File: config.mk
export PLATFORM = sky130hd
export DESIGN_NAME = wave_table_sound_channel
export DESIGN_NICKNAME = d
export VERILOG_FILES = /design/src/hw/rtl/wtsc_pkg.sv /design/src/hw/rtl/wtsc_ram.sv /design/src/hw/rtl/wtsc_wave.sv /design/src/hw/rtl/wtsc_core.sv /design/src/hw/rtl/wave_table_sound_channel.sv
export SDC_FILE = /design/constraint.sdc
export NUM_CORES = 1
export LEC_CHECK = 0
export ABC_CLOCK_PERIOD_IN_PS = 5950
export CORE_ASPECT_RATIO = 1.2
export CORE_UTILIZATION = 55
export CTS_CLUSTER_SIZE = 24
export DETAILED_ROUTE_END_ITERATION = 8
export DONT_BUFFER_PORTS = 1
export PLACE_DENSITY = 0.7
export SETUP_SLACK_MARGIN = 0.5
export SYNTH_ARGS = -nofsm -noshare
export SYNTH_HDL_FRONTEND = slang
export SYNTH_SLANG_ARGS = --single-unit
File: constraint.sdc
create_clock -name clk -period 5.95 [get_ports clk]
set_clock_uncertainty 0.15 [all_clocks]
set_input_delay 0.2975 -clock clk [delete_from_list [all_inputs] [get_ports clk]]
set_output_delay 0.2975 -clock clk [all_outputs]
set_load 0.01 [all_outputs]
File: src/hw/rtl/wtsc_pkg.sv
// shared types and constants for the wave table sound channel
package wtsc_pkg;

    localparam int WAVE_BYTES = 16;
    localparam int WAVE_AW    = 4;
    localparam int IDX_W      = 5;

    localparam logic [15:0] ADDR_DAC     = 16'hFF1A;
    localparam logic [15:0] ADDR_LENGTH  = 16'hFF1B;
    localparam logic [15:0] ADDR_VOLUME  = 16'hFF1C;
    localparam logic [15:0] ADDR_PER_LO  = 16'hFF1D;
    localparam logic [15:0] ADDR_PER_HI  = 16'hFF1E;
    localparam logic [15:0] ADDR_WAVE_LO = 16'hFF30;
    localparam logic [15:0] ADDR_WAVE_HI = 16'hFF3F;

    localparam logic [10:0] PERIOD_MAX   = 11'h7FF;
    localparam logic [7:0]  LENGTH_MAX   = 8'hFF;
    localparam logic [7:0]  UNMAPPED     = 8'hFF;

    typedef enum logic [1:0] {
        OP_READ   = 2'd0,
        OP_WRITE  = 2'd1,
        OP_CLOCK  = 2'd2,
        OP_LENGTH = 2'd3
    } op_t;

    typedef enum logic [1:0] {
        VOL_MUTE    = 2'd0,
        VOL_FULL    = 2'd1,
        VOL_HALF    = 2'd2,
        VOL_QUARTER = 2'd3
    } vol_t;

    typedef struct packed {
        logic               we;
        logic [WAVE_AW-1:0] addr;
        logic [7:0]         data;
    } wr_t;

    typedef struct packed {
        logic [7:0]       read_data;
        logic             channel_on;
        logic [IDX_W-1:0] sample_idx;
        vol_t             vol_code;
    } res_t;

endpackage

File: src/hw/rtl/wtsc_ram.sv
// generic ram, one write port and two registered read ports
module wtsc_ram #(
    parameter int WIDTH = 8,
    parameter int DEPTH = 16
) (
    input  logic                     clk,
    input  logic                     we,
    input  logic [$clog2(DEPTH)-1:0] waddr,
    input  logic [WIDTH-1:0]         wdata,
    input  logic                     re_a,
    input  logic [$clog2(DEPTH)-1:0] raddr_a,
    output logic [WIDTH-1:0]         rdata_a,
    input  logic                     re_b,
    input  logic [$clog2(DEPTH)-1:0] raddr_b,
    output logic [WIDTH-1:0]         rdata_b
);

    logic [WIDTH-1:0] mem [DEPTH];
    logic [WIDTH-1:0] rdata_a_reg;
    logic [WIDTH-1:0] rdata_b_reg;

    always_ff @(posedge clk)
    begin
        if (we)
        begin
            mem[waddr] <= wdata;
        end
        if (re_a)
        begin
            rdata_a_reg <= mem[raddr_a];
        end
        if (re_b)
        begin
            rdata_b_reg <= mem[raddr_b];
        end
    end

    assign rdata_a = rdata_a_reg;
    assign rdata_b = rdata_b_reg;

endmodule

File: src/hw/rtl/wtsc_wave.sv
// wave memory with cleared-at-reset valid bits and same-edge write bypass
module wtsc_wave (
    input  logic                        clk,
    input  logic                        rst_n,
    input  wtsc_pkg::wr_t               wr,
    input  logic                        re_a,
    input  logic [wtsc_pkg::WAVE_AW-1:0] raddr_a,
    output logic [7:0]                  rdata_a,
    input  logic                        re_b,
    input  logic [wtsc_pkg::WAVE_AW-1:0] raddr_b,
    output logic [7:0]                  rdata_b
);

    logic [wtsc_pkg::WAVE_BYTES-1:0] valid_reg;
    logic [wtsc_pkg::WAVE_BYTES-1:0] valid_next;
    logic       val_a_reg;
    logic       val_b_reg;
    logic       hit_a_reg;
    logic       hit_b_reg;
    logic [7:0] fwd_a_reg;
    logic [7:0] fwd_b_reg;
    logic [7:0] ram_a;
    logic [7:0] ram_b;

    wtsc_ram #(
        .WIDTH (8),
        .DEPTH (wtsc_pkg::WAVE_BYTES)
    ) u_ram (
        .clk     (clk),
        .we      (wr.we),
        .waddr   (wr.addr),
        .wdata   (wr.data),
        .re_a    (re_a),
        .raddr_a (raddr_a),
        .rdata_a (ram_a),
        .re_b    (re_b),
        .raddr_b (raddr_b),
        .rdata_b (ram_b)
    );

    always_comb
    begin
        valid_next = valid_reg;
        if (wr.we)
        begin
            valid_next[wr.addr] = 1'b1;
        end
    end

    always_ff @(posedge clk or negedge rst_n)
    begin
        if (!rst_n)
        begin
            valid_reg <= '0;
            val_a_reg <= 1'b0;
            val_b_reg <= 1'b0;
            hit_a_reg <= 1'b0;
            hit_b_reg <= 1'b0;
        end
        else
        begin
            valid_reg <= valid_next;
            if (re_a)
            begin
                val_a_reg <= valid_reg[raddr_a];
                hit_a_reg <= wr.we && (wr.addr == raddr_a);
            end
            if (re_b)
            begin
                val_b_reg <= valid_reg[raddr_b];
                hit_b_reg <= wr.we && (wr.addr == raddr_b);
            end
        end
    end

    always_ff @(posedge clk)
    begin
        if (re_a)
        begin
            fwd_a_reg <= wr.data;
        end
        if (re_b)
        begin
            fwd_b_reg <= wr.data;
        end
    end

    assign rdata_a = hit_a_reg ? fwd_a_reg : (val_a_reg ? ram_a : 8'd0);
    assign rdata_b = hit_b_reg ? fwd_b_reg : (val_b_reg ? ram_b : 8'd0);

endmodule

File: src/hw/rtl/wtsc_core.sv
// channel registers, timers and per-transaction next-state logic
module wtsc_core #(
    parameter int TICK_DIVIDE = 4
) (
    input  logic              clk,
    input  logic              rst_n,
    input  logic              fire,
    input  wtsc_pkg::op_t     op,
    input  logic [15:0]       address,
    input  logic [7:0]        write_data,
    input  logic [7:0]        wave_rdata,
    output wtsc_pkg::wr_t     wave_wr,
    output wtsc_pkg::res_t    res
);

    localparam int DIV_W = (TICK_DIVIDE > 1) ? $clog2(TICK_DIVIDE) : 1;
    localparam logic [DIV_W-1:0] DIV_LAST = DIV_W'(TICK_DIVIDE - 1);

    logic [7:0]                 dac_reg,      dac_next;
    logic [7:0]                 len_load_reg, len_load_next;
    logic [7:0]                 volume_reg,   volume_next;
    logic [7:0]                 per_lo_reg,   per_lo_next;
    logic [7:0]                 per_hi_reg,   per_hi_next;
    logic [wtsc_pkg::IDX_W-1:0] idx_reg,      idx_next;
    logic [DIV_W-1:0]           div_reg,      div_next;
    logic [10:0]                pc_reg,       pc_next;
    logic [7:0]                 len_reg,      len_next;
    logic                       len_on_reg,   len_on_next;
    logic                       en_reg,       en_next;
    logic                       trig;
    logic                       is_wave;
    logic [7:0]                 rd;
    logic [10:0]                period;

    always_comb
    begin
        dac_next      = dac_reg;
        len_load_next = len_load_reg;
        volume_next   = volume_reg;
        per_lo_next   = per_lo_reg;
        per_hi_next   = per_hi_reg;
        idx_next      = idx_reg;
        div_next      = div_reg;
        pc_next       = pc_reg;
        len_next      = len_reg;
        len_on_next   = len_on_reg;
        en_next       = en_reg;
        trig          = 1'b0;
        rd            = 8'd0;
        wave_wr.we    = 1'b0;
        wave_wr.addr  = address[wtsc_pkg::WAVE_AW-1:0];
        wave_wr.data  = write_data;
        is_wave       = (address >= wtsc_pkg::ADDR_WAVE_LO) &&
                        (address <= wtsc_pkg::ADDR_WAVE_HI);
        period        = {per_hi_reg[2:0], per_lo_reg};

        case (op)
            wtsc_pkg::OP_READ:
            begin
                case (address)
                    wtsc_pkg::ADDR_DAC:    rd = dac_reg;
                    wtsc_pkg::ADDR_LENGTH: rd = len_load_reg;
                    wtsc_pkg::ADDR_VOLUME: rd = volume_reg;
                    wtsc_pkg::ADDR_PER_LO: rd = per_lo_reg;
                    wtsc_pkg::ADDR_PER_HI: rd = per_hi_reg;
                    default:               rd = is_wave ? wave_rdata : wtsc_pkg::UNMAPPED;
                endcase
            end
            wtsc_pkg::OP_WRITE:
            begin
                case (address)
                    wtsc_pkg::ADDR_DAC:
                    begin
                        dac_next = write_data;
                        trig     = write_data[7];
                        if (!write_data[7])
                        begin
                            en_next = 1'b0;
                        end
                    end
                    wtsc_pkg::ADDR_LENGTH: len_load_next = write_data;
                    wtsc_pkg::ADDR_VOLUME: volume_next   = write_data;
                    wtsc_pkg::ADDR_PER_LO: per_lo_next   = write_data;
                    wtsc_pkg::ADDR_PER_HI:
                    begin
                        per_hi_next = write_data;
                        trig        = write_data[7];
                        if (write_data[6])
                        begin
                            len_on_next = 1'b1;
                            len_next    = len_load_reg;
                        end
                    end
                    default: wave_wr.we = fire && is_wave;
                endcase
            end
            wtsc_pkg::OP_CLOCK:
            begin
                if (en_reg)
                begin
                    if (div_reg == DIV_LAST)
                    begin
                        div_next = '0;
                        if (pc_reg == wtsc_pkg::PERIOD_MAX)
                        begin
                            idx_next = idx_reg + 1'b1;
                            pc_next  = period;
                        end
                        else
                        begin
                            pc_next = pc_reg + 1'b1;
                        end
                    end
                    else
                    begin
                        div_next = div_reg + 1'b1;
                    end
                end
            end
            wtsc_pkg::OP_LENGTH:
            begin
                if (len_on_reg && en_reg)
                begin
                    if (len_reg == wtsc_pkg::LENGTH_MAX)
                    begin
                        len_on_next = 1'b0;
                        en_next     = 1'b0;
                    end
                    else
                    begin
                        len_next = len_reg + 1'b1;
                    end
                end
            end
            default:
            begin
                rd = 8'd0;
            end
        endcase

        // trigger sees the registers as just written
        if (trig && dac_next[7])
        begin
            en_next  = 1'b1;
            pc_next  = {per_hi_next[2:0], per_lo_next};
            idx_next = wtsc_pkg::IDX_W'(1);
        end

        res.read_data  = rd;
        res.channel_on = en_next;
        res.sample_idx = idx_next;
        res.vol_code   = wtsc_pkg::vol_t'(volume_next[6:5]);
    end

    always_ff @(posedge clk or negedge rst_n)
    begin
        if (!rst_n)
        begin
            dac_reg      <= '0;
            len_load_reg <= '0;
            volume_reg   <= '0;
            per_lo_reg   <= '0;
            per_hi_reg   <= '0;
            idx_reg      <= '0;
            div_reg      <= '0;
            pc_reg       <= '0;
            len_reg      <= '0;
            len_on_reg   <= 1'b0;
            en_reg       <= 1'b0;
        end
        else if (fire)
        begin
            dac_reg      <= dac_next;
            len_load_reg <= len_load_next;
            volume_reg   <= volume_next;
            per_lo_reg   <= per_lo_next;
            per_hi_reg   <= per_hi_next;
            idx_reg      <= idx_next;
            div_reg      <= div_next;
            pc_reg       <= pc_next;
            len_reg      <= len_next;
            len_on_reg   <= len_on_next;
            en_reg       <= en_next;
        end
    end

`ifndef SYNTHESIS
    a_idle_no_step: assert property (@(posedge clk) disable iff (!rst_n)
        fire && !en_reg && op == wtsc_pkg::OP_CLOCK |=> $stable(div_reg) && $stable(pc_reg))
        else $error("divider or period moved while channel off");
    a_len_stop: assert property (@(posedge clk) disable iff (!rst_n)
        fire && op == wtsc_pkg::OP_LENGTH && en_reg && len_on_reg &&
        len_reg == wtsc_pkg::LENGTH_MAX |=> !en_reg && !len_on_reg)
        else $error("length end did not stop channel");
    a_trig_idx: assert property (@(posedge clk) disable iff (!rst_n)
        fire && trig && dac_next[7] |=> en_reg && idx_reg == wtsc_pkg::IDX_W'(1))
        else $error("trigger did not restart channel");
`endif

endmodule

File: src/hw/rtl/wave_table_sound_channel.sv
// top level of the wave table sound channel: input stage, result stage, wave memory
//
//  channel  | bus                       | contents
//  ---------+---------------------------+------------------------------------------
//  input    | s_tvalid s_tready         | s_tuser: op; s_tdata: address, write_data
//  output   | m_tvalid m_tready         | m_tdata: read_data, sample, channel_on
//
// one transaction per cycle unless m_tready stalls it; input register, then result register
// next state is worked out in one pass from the input register and the timer registers
// rst_n clears all control and channel state and marks the wave memory as all zero
// a stalled result holds in the result stage while one more transaction waits in the input stage
module wave_table_sound_channel #(
    parameter int TICK_DIVIDE = 4
) (
    input  logic        clk,
    input  logic        rst_n,
    input  logic        s_tvalid,
    output logic        s_tready,
    input  logic [23:0] s_tdata,   // address[15:0], write_data[23:16]
    input  logic [1:0]  s_tuser,   // op[1:0]
    output logic        m_tvalid,
    input  logic        m_tready,
    output logic [15:0] m_tdata    // read_data[7:0], sample[11:8], channel_on[12], zero[15:13]
);

    logic                 in_valid_reg;
    wtsc_pkg::op_t        op_reg;
    logic [15:0]          addr_reg;
    logic [7:0]           wd_reg;
    logic                 out_valid_reg;
    logic                 out_valid_next;
    logic [7:0]           read_data_reg;
    logic                 on_reg;
    wtsc_pkg::vol_t       code_reg;
    logic                 nib_low_reg;
    logic                 advance;
    logic                 fire;
    logic                 accept;
    logic [7:0]           wave_rdata_a;
    logic [7:0]           wave_rdata_b;
    logic [3:0]           nib;
    logic [3:0]           sample;
    wtsc_pkg::wr_t        wave_wr;
    wtsc_pkg::res_t       res;

    assign advance  = !out_valid_reg || m_tready;
    assign fire     = in_valid_reg && advance;
    assign s_tready = !in_valid_reg || advance;
    assign accept   = s_tvalid && s_tready;

    always_ff @(posedge clk or negedge rst_n)
    begin
        if (!rst_n)
        begin
            in_valid_reg <= 1'b0;
        end
        else if (s_tready)
        begin
            in_valid_reg <= s_tvalid;
        end
    end

    always_ff @(posedge clk)
    begin
        if (accept)
        begin
            op_reg   <= wtsc_pkg::op_t'(s_tuser);
            addr_reg <= s_tdata[15:0];
            wd_reg   <= s_tdata[23:16];
        end
    end

    wtsc_wave u_wave (
        .clk     (clk),
        .rst_n   (rst_n),
        .wr      (wave_wr),
        .re_a    (accept),
        .raddr_a (s_tdata[wtsc_pkg::WAVE_AW-1:0]),
        .rdata_a (wave_rdata_a),
        .re_b    (fire),
        .raddr_b (res.sample_idx[wtsc_pkg::IDX_W-1:1]),
        .rdata_b (wave_rdata_b)
    );

    wtsc_core #(
        .TICK_DIVIDE (TICK_DIVIDE)
    ) u_core (
        .clk        (clk),
        .rst_n      (rst_n),
        .fire       (fire),
        .op         (op_reg),
        .address    (addr_reg),
        .write_data (wd_reg),
        .wave_rdata (wave_rdata_a),
        .wave_wr    (wave_wr),
        .res        (res)
    );

    always_comb
    begin
        out_valid_next = out_valid_reg;
        if (fire)
        begin
            out_valid_next = 1'b1;
        end
        else if (m_tready)
        begin
            out_valid_next = 1'b0;
        end
    end

    always_ff @(posedge clk or negedge rst_n)
    begin
        if (!rst_n)
        begin
            out_valid_reg <= 1'b0;
        end
        else
        begin
            out_valid_reg <= out_valid_next;
        end
    end

    always_ff @(posedge clk)
    begin
        if (fire)
        begin
            read_data_reg <= res.read_data;
            on_reg        <= res.channel_on;
            code_reg      <= res.vol_code;
            nib_low_reg   <= res.sample_idx[0];
        end
    end

    // upper nibble is the even sample
    assign nib = nib_low_reg ? wave_rdata_b[3:0] : wave_rdata_b[7:4];

    always_comb
    begin
        case (code_reg)
            wtsc_pkg::VOL_FULL:    sample = nib;
            wtsc_pkg::VOL_HALF:    sample = nib >> 1;
            wtsc_pkg::VOL_QUARTER: sample = nib >> 2;
            default:               sample = 4'd0;
        endcase
        if (!on_reg)
        begin
            sample = 4'd0;
        end
    end

    assign m_tvalid = out_valid_reg;
    assign m_tdata  = {3'b000, on_reg, sample, read_data_reg};

`ifndef SYNTHESIS
    a_fire_out: assert property (@(posedge clk) disable iff (!rst_n)
        fire |=> out_valid_reg)
        else $error("processed transaction has no result");
    a_in_hold: assert property (@(posedge clk) disable iff (!rst_n)
        in_valid_reg && !fire |=> in_valid_reg && $stable(addr_reg) && $stable(op_reg))
        else $error("waiting transaction lost or changed");
    a_nonread_zero: assert property (@(posedge clk) disable iff (!rst_n)
        fire && op_reg != wtsc_pkg::OP_READ |=> read_data_reg == 8'd0)
        else $error("read data not zero for non-read");
    a_sample_on: assert property (@(posedge clk) disable iff (!rst_n)
        m_tvalid && m_tdata[11:8] != 4'd0 |-> m_tdata[12])
        else $error("sample out while channel off");
`endif

endmodule
==> After elaboration in Yosys (flattened, before gate mapping) <==
Memory sizes are Yosys's and may differ from the RTL's. A register that Yosys moved wholly into a read port is not among the register bits.
Cells that the tools add are included.
{ "word_totals": {"regBits": 144, "ramBits": 128, "input_bits": 30, "output_inout_bits": 18, "word_cells": 150, "mem_count": 1} }
{ "memory_table": {"columns": ["name", "depth", "word_bits", "rd", "rd_clocked_by_memory_dff", "wr", "line_no", "source"], "rows": [
  ["u_wave.u_ram.mem", 16, 8, 2, 2, 1, "wtsc_ram.sv:18", "logic [WIDTH-1:0] mem [DEPTH];"]
]} }
{ "op_classes": {"add_sub_neg": 4, "magnitude_cmp": 6, "eq_ne": 21, "muxes": 58, "bitwise": 1, "n_reduce_logical": 29} }
{ "op_table": {"columns": ["operator", "n"], "rows": [
  ["2-to-1 mux 8 bit", 13],
  ["== test 16 bit, second input constant", 5],
  ["2-to-1 mux 11 bit", 5],
  ["one-hot mux 8 bit (5 select lines)", 1],
  ["2-to-1 mux 5 bit", 5],
  ["2-to-1 mux 1 bit", 20],
  [">= comparator 16 bit, second input constant", 1],
  ["<= comparator 16 bit, second input constant", 1],
  ["OR 16 bit", 1],
  ["one-hot mux 8 bit (2 select lines)", 1],
  ["less-than comparator 4 x 5 -> 1 bit, second input constant", 3],
  ["AND reduction 3 bit", 5],
  ["2-to-1 mux 7 bit", 2],
  ["one-hot mux 4 bit (3 select lines)", 1],
  ["AND reduction 6 bit", 2],
  ["adder 11 x 1 -> 11 bit, second input constant", 1],
  ["== test 11 bit, second input constant", 1],
  ["== test 2 bit, second input constant", 5],
  ["nonzero test 2 bit", 5],
  ["logical AND 1 bit", 9],
  ["adder 8 x 1 -> 8 bit, second input constant", 1],
  ["binary-select mux 1 bit (select 4 bit)", 2],
  ["== test 4 bit", 2],
  ["== test 8 bit, second input constant", 1],
  ["17 further kinds", 26]
]} }

==> Depth between registers and ports, before layout <==
Gate-level depths: netlist (run 1).
{ "depth": {"word_depth": 8, "mapped_depth": 11} }

==> Hierarchy <==
Synthesis (run 1) repeated with hierarchy kept, for this count alone.
{ "unflattened": {"cells_unflattened": 914, "hier_area_um2": 13809.5} }
{ "modules_own_cells": {"columns": ["mod", "n_inst", "cells_per_inst", "area_per_inst_um2", "seq_area_each_um2"], "rows": [
  ["wtsc_ram", 1, 307, 6505.0, 4324.1],
  ["wtsc_core", 1, 413, 4144.0, 1701.6],
  ["wtsc_wave", 1, 126, 1765.4, 980.9],
  ["wave_table_sound_channel", 1, 68, 1395.1, 1191.1]
]} }

==> Worst setup path after synthesis (run 1) <==
OpenSTA, ideal clock, no wires.
{ "synth_timing": {"path_type": "flip-flop to flip-flop", "start": "register u_core.pc_reg[1]", "end": "register u_wave.u_ram.rdata_b_reg[3], in the netlist u_wave.u_ram.rdata_b[3] (read register of u_wave.u_ram.mem), data pin", "setup_time_ns": 0.135, "arrival_time_ns": 2.700, "slack_ns": 2.965, "path_stages_with_launch": 11, "path_buffers": 2, "synth_period_minus_slack_ns": 2.985, "cell_sequence": "dfrtp_1 -> ha_1 -> nand3_1 -> nor4_4 -> mux2i_1 -> buf_2 -> clkbuf_1 -> nand2_1 -> nand3_1 -> nand3_1 -> nand3_1"} }
{ "synth_between": {"elab_chain_cells": 6} }
{ "synth_rtl": {"columns": ["item", "line_no", "source"], "rows": [
  ["from (decl)", "wtsc_core.sv:26", "logic [10:0] pc_reg, pc_next;"],
  ["from (signal assigned)", "wtsc_core.sv:180", "pc_reg <= pc_next;"],
  ["== test 11 bit", "wtsc_core.sv:104", "if (pc_reg == wtsc_pkg::PERIOD_MAX)"],
  ["2-to-1 mux 5 bit", "wtsc_core.sv:104", null],
  ["2-to-1 mux 5 bit", "wtsc_core.sv:101", "if (div_reg == DIV_LAST)"],
  ["2-to-1 mux 5 bit", "wtsc_core.sv:99", "if (en_reg)"],
  ["2-to-1 mux 5 bit", "wtsc_core.sv:57", "case (op)"],
  ["2-to-1 mux 5 bit", "wtsc_core.sv:142", "if (trig && dac_next[7])"],
  ["to (decl)", "wtsc_ram.sv:20", "logic [WIDTH-1:0] rdata_b_reg;"]
]} }
No other way between the ends.
A chain may end at the register's enable or synchronous reset.

==> Final worst setup path (run 1) <==
{ "layout_timing": {"start": "register u_core.pc_reg[0]", "end": "register u_wave.u_ram.rdata_b_reg[5], in the netlist u_wave.u_ram.rdata_b[5] (read register of u_wave.u_ram.mem), data pin"} }
Same word-level chain as after synthesis.

==> impl_metrics.tcl, run 1 <==
set metrics [dict create \
    status "finished clean" \
    cts_repair_resize_count 0 \
    initial_core_utilization 0.561 \
    layout_worst_path_cycle_share 0.687 \
    maxClockFrequency_mhz 245 \
    mappedNetlistArea_sq_um 13400 \
    timing.critical_path.slowest_cell_delay_ns 0.76 \
    yosys.cell_types.count 72 \
    cellLeakagePower_nw 5.65 \
    cts_tree "built" \
    synth.top_cells.by_count "sky130_fd_sc_hd__edfxtp_1 (198), sky130_fd_sc_hd__nand2_1 (170), sky130_fd_sc_hd__dfrtp_1 (90)" \
    crit_path_time_final_ns 4.08 \
    grt_start_max_net_pins 91 \
    min_path_type "input pin to flop" \
    timing.critical_path.fanout_max 25 \
    synthesis.instances 1050 \
    yosys-top-cells-area "sky130_fd_sc_hd__edfxtp_1 (44%), sky130_fd_sc_hd__dfrtp_1 (17%), sky130_fd_sc_hd__mux4_2 (7.5%), sky130_fd_sc_hd__nand2_1 (4.7%), sky130_fd_sc_hd__nand3_1 (2.8%)" \
    wl_per_cell_um 25.9 \
    worst-setup-path-type "flop to flop" \
    die_area_sq_um 25100 \
    number_of_enable_type_register_cells_in_the_synthesized_netlist 198 \
    number_of_buffers_and_inverters_on_the_critical_path 1 \
    layout.filler_cells 1823 \
    timing.final.max_slew_violations 0 \
    crit_path_start_kind "flop" \
    grt_first_pass_wirelength_um 54900 \
    actual_slew_at_the_worst_max_slew_pin_ns 1.22 \
    synth_most_common_cell "sky130_fd_sc_hd__edfxtp_1" \
    io_buffer_count 0 \
    final_net_count 1100 \
    area_used_by_multi_input_combinational_logic_sq_um 4970 \
    part_of_the_yosys_area_used_for_sequential_elements 0.610 \
    maxCapViolCount 0 \
    hold_violations 0 \
    floorplan.rows 62 \
    cts_inserted_buffers 29 \
    timing.critical_path.max_delay_family "simple AND/OR/NAND/NOR gates" \
    finalWirelength_um 36500 \
    timing.critical_path.cells "ha_1 > nand3_1 > nor4_4 > mux2i_1 > nor2_2 > buf_4 > and3_1 > a211oi_1 > o21ai_1 > nand3_1" \
    post_layout_nonfiller_instances 1409 \
    drtIter0Drc 845 \
    postCtsSetupRepairBufs 0 \
    synth_area_leader_cell "sky130_fd_sc_hd__edfxtp_1" \
    asr_flop_ratio_synth 0.313 \
    post-synth-top-area-fraction 0.442 \
    grt_pass1_vias 9249 \
    fin_tns_setup_ns 0 \
    crit_path_end_kind "flop" \
    pwr_density_cell_nw_per_um2 295 \
    path_clk_slew_ns 0.06 \
    clock_path_buffers 3 \
    post-dp-hpwl_um 23300 \
    final-seq-area_sq_um 8200 \
    cts.hold.buffers_added 31 \
    drive_above_1_share 0.163 \
    fp.dieW_um 145 \
    largest_register_ff_count 128 \
    r2r_slack_ns 1.87 \
    vias_per_cell 6.57 \
    grt_overflow 0 \
    ys.flop_type "sky130_fd_sc_hd__edfxtp_1" \
    grt_setup_unrepaired "no" \
    yosysWarningCount 0 \
    design.core.area_sq_um 24000 \
    max-slew-margin-rel 0.190 \
    place.gp.congestion 0.894 \
    worst_ir_drop_vdd_uv 266 \
    syn_area_per_cell_sq_um 12.8 \
    postRouteAntennaNets 0 \
    place.detailed.instances 1324 \
    cts.root.buffer_cell "sky130_fd_sc_hd__clkbuf_16" \
    global_route.usage.total 0.301 \
    drc_markers 0 \
    area.growth.synth_to_final_pct 11.7 \
    cp_common_cell "sky130_fd_sc_hd__nand3_1" \
    crit_slowest_cell "sky130_fd_sc_hd__nor2_2" \
    insertion_delay_ns 0.57 \
    cp_data_arrival_time_ns 4.23 \
    ys_ff_latch 288 \
    boundaryPins 48 \
    clock_tree.htree_level_count 1 \
    setup_viol_count_final 0 \
    insertedDiodeCount 0 \
    cts.sinks 288 \
    die_height_um 173 \
    detailroute.via_count 9252 \
    firstDrtPassIters 6 \
    antenna_found_initial 0 \
    cp_data_required_time_ns 6.09 \
]
[kinds of logic after synthesis]
family,count (synthesis),synth area share
AO/OA/AOI/OAI,187,0.0888
XOR/XNOR,11,0.00717
adder cells (fa/ha/maj),4,0.00372
buffers and inverters,67,0.0239
flip-flops,288,0.610
multiplexers,105,0.124
other,1,0.000279
AND/OR/NAND/NOR,387,0.142
[power breakdown]
part	internal (mW)	leakage [nW]	switching, mW	total, mW
Clock	1.15	0.490	0.778	1.93
Combinational	0.0928	2.12	0.128	0.220
Sequential	2.21	3.05	0.0691	2.28
[cell type report]
| type | count | area share |
|---|---|---|
| sequential | 288 | 0.546 |
| multi-input combinational | 697 | 0.331 |
| clock buffer | 35 | 0.0519 |
| timing repair buffer | 41 | 0.0268 |
| tap | 320 | 0.0267 |
| clock inverter | 19 | 0.0155 |
| inverter | 9 | 0.00225 |
[worst register-to-register path: stages, from the launching register on]
cell,delay [ns]
sky130_fd_sc_hd__dfrtp_1,0.49
sky130_fd_sc_hd__ha_1,0.30
sky130_fd_sc_hd__nand3_1,0.19
sky130_fd_sc_hd__nor4_4,0.61
sky130_fd_sc_hd__mux2i_1,0.25
sky130_fd_sc_hd__nor2_2,0.76
sky130_fd_sc_hd__buf_4,0.45
sky130_fd_sc_hd__and3_1,0.22
sky130_fd_sc_hd__a211oi_1,0.06
sky130_fd_sc_hd__o21ai_1,0.27
sky130_fd_sc_hd__nand3_1,0.09
[worst paths after layout]
kind                                                  startpoint                                 to  cells after the start
worst max-delay path                u_core.pc_reg[0]$_DFFE_PN0P_  u_wave.u_ram.rdata_b[5]$_DFFE_PP_                     10
worst min-delay path                                  s_tdata[0]  u_wave.u_ram.rdata_a[3]$_DFFE_PP_                      2
worst max register to register      u_core.pc_reg[0]$_DFFE_PN0P_  u_wave.u_ram.rdata_b[5]$_DFFE_PP_                     10
worst min register to register  u_core.per_hi_reg[4]$_DFFE_PN0P_   u_core.per_hi_reg[4]$_DFFE_PN0P_                      2
max in group asynchronous                                  rst_n   u_wave.valid_reg[10]$_DFFE_PN0P_                      2
min in group asynchronous                                  rst_n       u_core.pc_reg[3]$_DFFE_PN0P_                      2
[per-layer routing]
metal	vias up	wire [um]	GRT usage
met2	448	18500	0.504
li1	4038	-	-
met3	122	2370	0.0425
met1	4644	13500	0.372
met5	-	0	0
met4	0	2170	0.169
[per-stage QoR]
| stage | setup slack [ns] | power [mW] | util | hold slack [ns] | cell area, sq um |
|---|---|---|---|---|---|
| 3_5_place_dp | 1.95 | 2.50 | 0.570 | -0.143 | 13700 |
| 2_1_floorplan | 2.96 | 2.44 | - | -0.148 | 13400 |
| 3_3_place_gp | 2.07 | 2.50 | 0.570 | -0.144 | 13700 |
| 5_1_grt | 1.60 | 4.54 | 0.626 | 0.0721 | 15000 |
| 6_report | 1.87 | 4.43 | 0.626 | 0.0773 | 15000 |
| 4_1_cts | 1.95 | 4.44 | 0.626 | 0.0515 | 15000 |
[cells in the final DEF (no fill, tap or decap), drive strengths merged, types with 10 or more instances in the layout]
cell | Yosys | final
buf | 36 | 11
mux2 | 37 | 37
dfrtp | 90 | 90
nand2 | 172 | 172
and3 | 10 | 10
nor3 | 12 | 12
clkbuf | 21 | 35
edfxtp | 198 | 198
a211oi | 10 | 10
o21ai | 52 | 52
a21oi | 55 | 55
mux2i | 23 | 23
nand3 | 77 | 77
or2 | 19 | 19
dlygate4sd3 | 0 | 30
nor2 | 44 | 44
inv | 9 | 10
mux4 | 45 | 45
a221oi | 20 | 20
xnor2 | 10 | 10
nor4 | 10 | 10
Note: power is estimated with default switching activity, not from simulation.
==> inputs of run 2 (changes only) <==
--- a/config.mk
+++ b/config.mk
@@ -5,13 +5,13 @@
 export SDC_FILE = /design/constraint.sdc
 export NUM_CORES = 1
 export LEC_CHECK = 0
-export ABC_CLOCK_PERIOD_IN_PS = 5950
+export ABC_CLOCK_PERIOD_IN_PS = 3400
 export CORE_ASPECT_RATIO = 1.2
 export CORE_UTILIZATION = 55
 export CTS_CLUSTER_SIZE = 24
 export DETAILED_ROUTE_END_ITERATION = 8
 export DONT_BUFFER_PORTS = 1
-export PLACE_DENSITY = 0.7
+export PLACE_DENSITY = 0.73
 export SETUP_SLACK_MARGIN = 0.5
 export SYNTH_ARGS = -nofsm -noshare
 export SYNTH_HDL_FRONTEND = slang
==> constraint.sdc (replaced) <==
create_clock -name clk -period 3.4 [get_ports clk]
set_clock_uncertainty 0.15 [all_clocks]
set_input_delay 0.17 -clock clk [delete_from_list [all_inputs] [get_ports clk]]
set_output_delay 0.17 -clock clk [all_outputs]
set_load 0.01 [all_outputs]
==> run 2 against run 1 <==
Compared with the run above:
- core utilization grew 2.6 points
- critical endpoint is now u_wave.u_ram.rdata_b[0]$_DFFE_PP_
- sequential share of layout area shrank 2.2 points
- clock power increased by 70%
- wire length rose by 2.6%
- critical path depth fell by 1
- largest power group unchanged
- total power increased by 74%
- flip-flop and latch count unchanged
- die area did not move
- hold slack got worse by 0.054 ns
==> impl_metrics.tcl, run 2 (same netlist as run 1, synthesis figures left out) <==
set metrics [dict create \
    status "finished clean" \
    crit_path_start_kind "flop" \
    grt_overflow 0 \
    post_dp_cell_area_sq_um 14000 \
    path_clk_slew_ns 0.07 \
    mostFrequentLayoutCell "sky130_fd_sc_hd__edfxtp_1" \
    antenna_found_initial 0 \
    stdcell_area_sq_um 15600 \
    cp_data_required_time_ns 3.55 \
    max-slew-margin-rel 0.268 \
    drtIter0Drc 942 \
    cp_data_arrival_time_ns 2.97 \
    maxClockFrequency_mhz 355 \
    utilization 0.653 \
    final-seq-area_sq_um 8200 \
    fin_tns_setup_ns 0 \
    crit_path_end_kind "flop" \
    path_depth_of_the_worst_reg2reg_path 9 \
    io_buffer_count 0 \
    worst-path-stages 9 \
    drc_markers 0 \
    layout.filler_cells 1708 \
    grt_pass1_vias 9522 \
    die_height_um 173 \
    largest_register_ff_count 128 \
    firstDrtPassIters 5 \
    clock_path_buffers 3 \
    boundaryPins 48 \
    die_area_sq_um 25100 \
    layout_worst_path_cycle_share 0.828 \
    initial_core_utilization 0.561 \
    timing.critical_path.slowest_cell_delay_ns 0.64 \
    vias_per_cell 6.41 \
    place.gp.congestion 0.964 \
    timing.critical_path.max_delay_family "simple AND/OR/NAND/NOR gates" \
    grt_start_max_net_pins 91 \
    design.core.area_sq_um 24000 \
    pwr_density_cell_nw_per_um2 493 \
    clock_tree.htree_level_count 1 \
    insertion_delay_ns 0.57 \
    cts.root.buffer_cell "sky130_fd_sc_hd__clkbuf_16" \
    cts_inserted_buffers 29 \
    area.growth.synth_to_final_pct 16.4 \
    r2r_slack_ns 0.58 \
    setup_viol_count_final 0 \
    number_of_buffers_and_inverters_on_the_critical_path 1 \
    maxCapViolCount 0 \
    detailroute.via_count 9378 \
    grt_setup_unrepaired "no" \
    final_net_count 1155 \
    timing.final.max_slew_violations 0 \
    timing.critical_path.fanout_max 43 \
    regToRegEndpoint "u_wave.u_ram.rdata_b[0]$_DFFE_PP_" \
    area_used_by_multi_input_combinational_logic_sq_um 5120 \
    min_path_type "input pin to asynchronous set/reset pin" \
    worstReg2RegStart "addr_reg[5]$_DFFE_PP_" \
    finalWirelength_um 37400 \
    actual_slew_at_the_worst_max_slew_pin_ns 1.10 \
    cts_tree "built" \
    insertedDiodeCount 0 \
    power_mw 7.72 \
    global_route.usage.total 0.310 \
    hold_violations 0 \
    crit_slowest_cell "sky130_fd_sc_hd__or4_4" \
    crit_path_time_final_ns 2.82 \
    postRouteAntennaNets 0 \
    floorplan.rows 62 \
    worst_ir_drop_vdd_uv 464 \
    wl_per_cell_um 25.6 \
    fp.dieW_um 145 \
    post-dp-hpwl_um 24400 \
    layout.cells.most_common_list "sky130_fd_sc_hd__edfxtp_1 (198), sky130_fd_sc_hd__nand2_1 (170), sky130_fd_sc_hd__dfrtp_1 (88)" \
    fin_worst_hold_slack_ns 0.0234 \
    worst-setup-path-type "flop to flop" \
    cellLeakagePower_nw 6.00 \
    cts.sinks 288 \
    grt_first_pass_wirelength_um 56400 \
    timing.critical_path.cells "nand2b_1 > or4_4 > o22ai_4 > nor2_2 > buf_12 > a21oi_1 > a221oi_2 > o21ai_1 > nand3_1" \
    drive_above_1_share 0.225 \
]
==> run 2: changes by cell type in the layout (fill, tap and decap cells not counted), sizes merged <==
cell and delta:
bufinv -2, bufbuf +1, nand2 +1, clkinv +1
clkinvlp +1, buf +53
==> run 2: worst max-delay path by stage <==
stage | from | endpoint | slack, ns
after floorplan | u_core.pc_reg[1]$_DFFE_PN0P_ | u_wave.u_ram.rdata_b[3]$_DFFE_PP_ | 0.51
after global placement | u_core.pc_reg[0]$_DFFE_PN0P_ | u_wave.u_ram.rdata_b[0]$_DFFE_PP_ | 0.21
after detailed placement | u_core.pc_reg[0]$_DFFE_PN0P_ | u_wave.u_ram.rdata_b[0]$_DFFE_PP_ | 0.03
after CTS | u_core.pc_reg[0]$_DFFE_PN0P_ | u_wave.u_ram.rdata_b[0]$_DFFE_PP_ | 0.46
after global routing | u_core.pc_reg[0]$_DFFE_PN0P_ | u_wave.u_ram.rdata_b[4]$_DFFE_PP_ | 0.48
final | addr_reg[5]$_DFFE_PP_ | u_wave.u_ram.rdata_b[0]$_DFFE_PP_ | 0.58
==> run 2: what timing repair did <==
item	4_1_cts	5_1_grt
endpoints found under the hold margin	130	0
setup buffers	9	7
pin swaps	6	8
cloned	2	0
hold buffers	31	0
gates resized for setup	21	15
setup endpoints to repair	13	15
==> run 2: final cells by class <==
type,count,area share
flip-flops and latches,288,0.524
multi-input cells,698,0.328
repair buffers,95,0.0574
clock buffers,35,0.0497
inverters,9,0.00216
clock inverters,19,0.0135
well taps,320,0.0256
==> run 2: through the flow <==
step           setup WS [ns]  std cells
6_report               0.584       1464
5_1_grt                0.479       1464
4_1_cts                0.461       1457
3_5_place_dp          0.0337       1361
3_3_place_gp           0.212       1361
2_1_floorplan          0.511       1052
==> run 2: where the power goes <==
group          switching [mW]  internal (mW)  leakage (nW)
combinational           0.255          0.193          2.48
clock                    1.40           1.88         0.473
sequential              0.120           3.87          3.04
==> run 2: per-layer routing <==
layer  part of all wire  vias up  GRT usage
met5                  0        -          0
met4              0.077        0      0.224
met3              0.070      145     0.0497
met2               0.50      465      0.513
met1               0.35     4629      0.364
li1                   -     4139          -
==> inputs of run 3 (changes only) <==
--- a/config.mk
+++ b/config.mk
@@ -5,13 +5,13 @@
 export SDC_FILE = /design/constraint.sdc
 export NUM_CORES = 1
 export LEC_CHECK = 0
-export ABC_CLOCK_PERIOD_IN_PS = 3400
+export ABC_CLOCK_PERIOD_IN_PS = 2600
 export CORE_ASPECT_RATIO = 1.2
 export CORE_UTILIZATION = 55
 export CTS_CLUSTER_SIZE = 24
 export DETAILED_ROUTE_END_ITERATION = 8
 export DONT_BUFFER_PORTS = 1
-export PLACE_DENSITY = 0.73
+export PLACE_DENSITY = 0.7
 export SETUP_SLACK_MARGIN = 0.5
 export SYNTH_ARGS = -nofsm -noshare
 export SYNTH_HDL_FRONTEND = slang
==> constraint.sdc (replaced) <==
create_clock -name clk -period 2.6 [get_ports clk]
set_clock_uncertainty 0.15 [all_clocks]
set_input_delay 0.13 -clock clk [delete_from_list [all_inputs] [get_ports clk]]
set_output_delay 0.13 -clock clk [all_outputs]
set_load 0.01 [all_outputs]
==> run 3 against run 2 <==
Compared with the run above:
- the run now ends with negative hold slack, negative setup slack left
- core utilization grew 10 points
- combinational power grew 83%
- setup slack worse by 0.88 ns
- sequential power rose by 30%
- largest cell class unchanged
- register-to-register slack got worse by 0.88 ns
- critical path type unchanged
- largest power group unchanged
- die area did not move
- count of clock-buffer cells in the layout fell by 4
==> impl_metrics.tcl, run 3 (same netlist as run 1, synthesis figures left out) <==
set metrics [dict create \
    layout_worst_path_cycle_share 1.11 \
    fin_worst_hold_slack_ns -0.900 \
    worst_ir_drop_vdd_uv 565 \
    postRouteAntennaNets 0 \
    global_route.usage.total 0.329 \
    grt_setup_unrepaired "yes" \
    utilization 0.756 \
    drtIter0Drc 1113 \
    timing.critical_path.max_delay_family "simple AND/OR/NAND/NOR gates" \
    cts.hold.buffers_added 32 \
    finalWorstSetupSlack_ns -0.295 \
    firstDrtPassIters 5 \
    antenna_found_initial 1 \
    layout.cells.most_common_list "sky130_fd_sc_hd__edfxtp_1 (198), sky130_fd_sc_hd__nand2_1 (140), sky130_fd_sc_hd__dfrtp_1 (89)" \
    timing.critical_path.cells "nand4_1 > nor4_4 > buf_6 > mux2_4 > nand2_8 > mux2i_1 > a211oi_1 > o21ai_1 > nand3_1" \
    wl_per_cell_um 27.4 \
    cp_data_arrival_time_ns 3.05 \
    maxCapViolCount 0 \
    clock_path_buffers 3 \
    die_area_sq_um 25100 \
    drive_above_1_share 0.397 \
    detailroute.via_count 10610 \
    cell_internal_pwr_mw 8.30 \
    cellLeakagePower_nw 6.99 \
    vias_per_cell 6.67 \
    drc_markers 0 \
    regToRegEndpoint "u_wave.u_ram.rdata_b[0]$_DFFE_PP_" \
    p_clk_frac 0.439 \
    cts.root.buffer_cell "sky130_fd_sc_hd__clkbuf_16" \
    cts_tree "built" \
    crit_slowest_cell "sky130_fd_sc_hd__dfrtp_1" \
    io_buffer_count 0 \
    maxClockFrequency_mhz 345 \
    initial_core_utilization 0.561 \
    final_net_count 1280 \
    grt_first_pass_wirelength_um 60900 \
    crit_path_start_kind "flop" \
    actual_slew_at_the_worst_max_slew_pin_ns 1.12 \
    cts_inserted_buffers 29 \
    max-slew-margin-rel 0.252 \
    worst-setup-path-type "flop to flop" \
    sequentialPowerShare 0.484 \
    hold_violations 90 \
    min_path_type "input pin to asynchronous set/reset pin" \
    finalWirelength_um 43600 \
    setup_viol_count_final 27 \
    sw_share 0.226 \
    area.growth.synth_to_final_pct 34.8 \
    number_of_buffers_and_inverters_on_the_critical_path 1 \
    grt_pass1_vias 10350 \
    worstReg2RegStart "u_core.pc_reg[5]$_DFFE_PN0P_" \
    r2r_slack_ns -0.30 \
    timing.final.max_slew_violations 0 \
    insertion_delay_ns 0.57 \
    boundaryPins 48 \
    pwr_density_cell_nw_per_um2 592 \
    path_clk_slew_ns 0.07 \
    cts.sinks 288 \
    violations "negative hold slack, negative setup slack" \
    power.net_switching_mw 2.43 \
    status "finished with violations" \
    crit_path_time_final_ns 2.90 \
    timing.critical_path.fanout_max 8 \
    die_height_um 173 \
    design.core.area_sq_um 24000 \
    layout.filler_cells 1343 \
    path_depth_of_the_worst_reg2reg_path 9 \
    crit_path_end_kind "flop" \
    grt_start_max_net_pins 91 \
    floorplan.rows 62 \
    cp_data_required_time_ns 2.76 \
    place.gp.congestion 0.861 \
    timing.critical_path.slowest_cell_delay_ns 0.48 \
    post-dp-hpwl_um 24500 \
    grt_overflow 0 \
    largest_register_ff_count 128 \
    fp.dieW_um 145 \
    p_comb_frac 0.076 \
    power_mw 10.7 \
    worst-path-stages 9 \
    clock_tree.htree_level_count 1 \
    mostFrequentLayoutCell "sky130_fd_sc_hd__edfxtp_1" \
]
==> run 3: through the flow <==
step | worst slack (ns) | setup TNS (ns) | cells | hold WS, ns | cell area (sq um)
detailed placement | -0.226 | -3.28 | 1426 | -0.314 | 14900
CTS | -0.140 | -1.09 | 1556 | -0.904 | 17300
global route | -0.464 | -6.99 | 1590 | -0.906 | 18100
floorplan | -0.123 | -0.951 | 1052 | -0.316 | 13800
finish | -0.295 | -3.61 | 1590 | -0.900 | 18100
global placement | -0.189 | -2.80 | 1426 | -0.314 | 14900
==> run 3: cell type report <==
type | instances | area (sq um) | area share
sequential | 288 | 8200 | 0.453
timing repair buffer | 217 | 2310 | 0.128
multi-input combinational | 701 | 6090 | 0.336
inverter | 9 | 45.0 | 0.00249
clock buffer | 31 | 743 | 0.0410
antenna | 1 | 2.50 | 0.000138
tap | 320 | 400 | 0.0221
clock inverter | 23 | 329 | 0.0182
==> run 3: how the worst max path moves through the flow <==
stage / endpoint / startpoint / slack, ns
2_1_floorplan: u_wave.val_b_reg$_DFFE_PN0P_ / u_core.div_reg[0]$_DFFE_PN0P_ / -0.12
3_3_place_gp: u_wave.u_ram.rdata_b[4]$_DFFE_PP_ / u_core.pc_reg[0]$_DFFE_PN0P_ / -0.19
3_5_place_dp: u_wave.u_ram.rdata_b[7]$_DFFE_PP_ / u_core.pc_reg[0]$_DFFE_PN0P_ / -0.23
4_1_cts: u_wave.u_ram.rdata_b[0]$_DFFE_PP_ / u_core.pc_reg[1]$_DFFE_PN0P_ / -0.14
5_1_grt: u_wave.u_ram.rdata_b[0]$_DFFE_PP_ / u_core.pc_reg[5]$_DFFE_PN0P_ / -0.46
6_report: u_wave.u_ram.rdata_b[0]$_DFFE_PP_ / u_core.pc_reg[5]$_DFFE_PN0P_ / -0.30
==> run 3: power groups by stage <==
stage	clock [mW]	combinational [mW]	sequential [mW]
after floorplan	0	0.391	5.24
after global placement	0	0.554	5.26
after detailed placement	0	0.567	5.27
after CTS	4.70	0.736	5.18
after global routing	4.90	0.867	5.21
final	4.71	0.820	5.20
==> run 3: routing by layer <==
metal | global-route usage | share of wire | vias up
met5 | 0 | 0 | -
met4 | 0.163 | 0.069 | 0
met3 | 0.0478 | 0.078 | 235
met2 | 0.563 | 0.50 | 670
met1 | 0.405 | 0.35 | 5300
li1 | - | - | 4405
==> run 3: worst register-to-register path, stage by stage, from the launching register on <==
cell	delay [ns]
sky130_fd_sc_hd__dfrtp_1	0.48
sky130_fd_sc_hd__nand4_1	0.23
sky130_fd_sc_hd__nor4_4	0.45
sky130_fd_sc_hd__buf_6	0.20
sky130_fd_sc_hd__mux2_4	0.42
sky130_fd_sc_hd__nand2_8	0.16
sky130_fd_sc_hd__mux2i_1	0.20
sky130_fd_sc_hd__a211oi_1	0.11
sky130_fd_sc_hd__o21ai_1	0.14
sky130_fd_sc_hd__nand3_1	0.11
==> run 3: what timing repair did <==
| item | 4_1_cts | 5_1_grt |
|---|---|---|
| resized for setup | 166 | 124 |
| pin swaps | 58 | 48 |
| setup buffers | 38 | 28 |
| setup endpoints to repair | 236 | 273 |
| cloned | 6 | 5 |
| endpoints found under the hold margin | 128 | 90 |
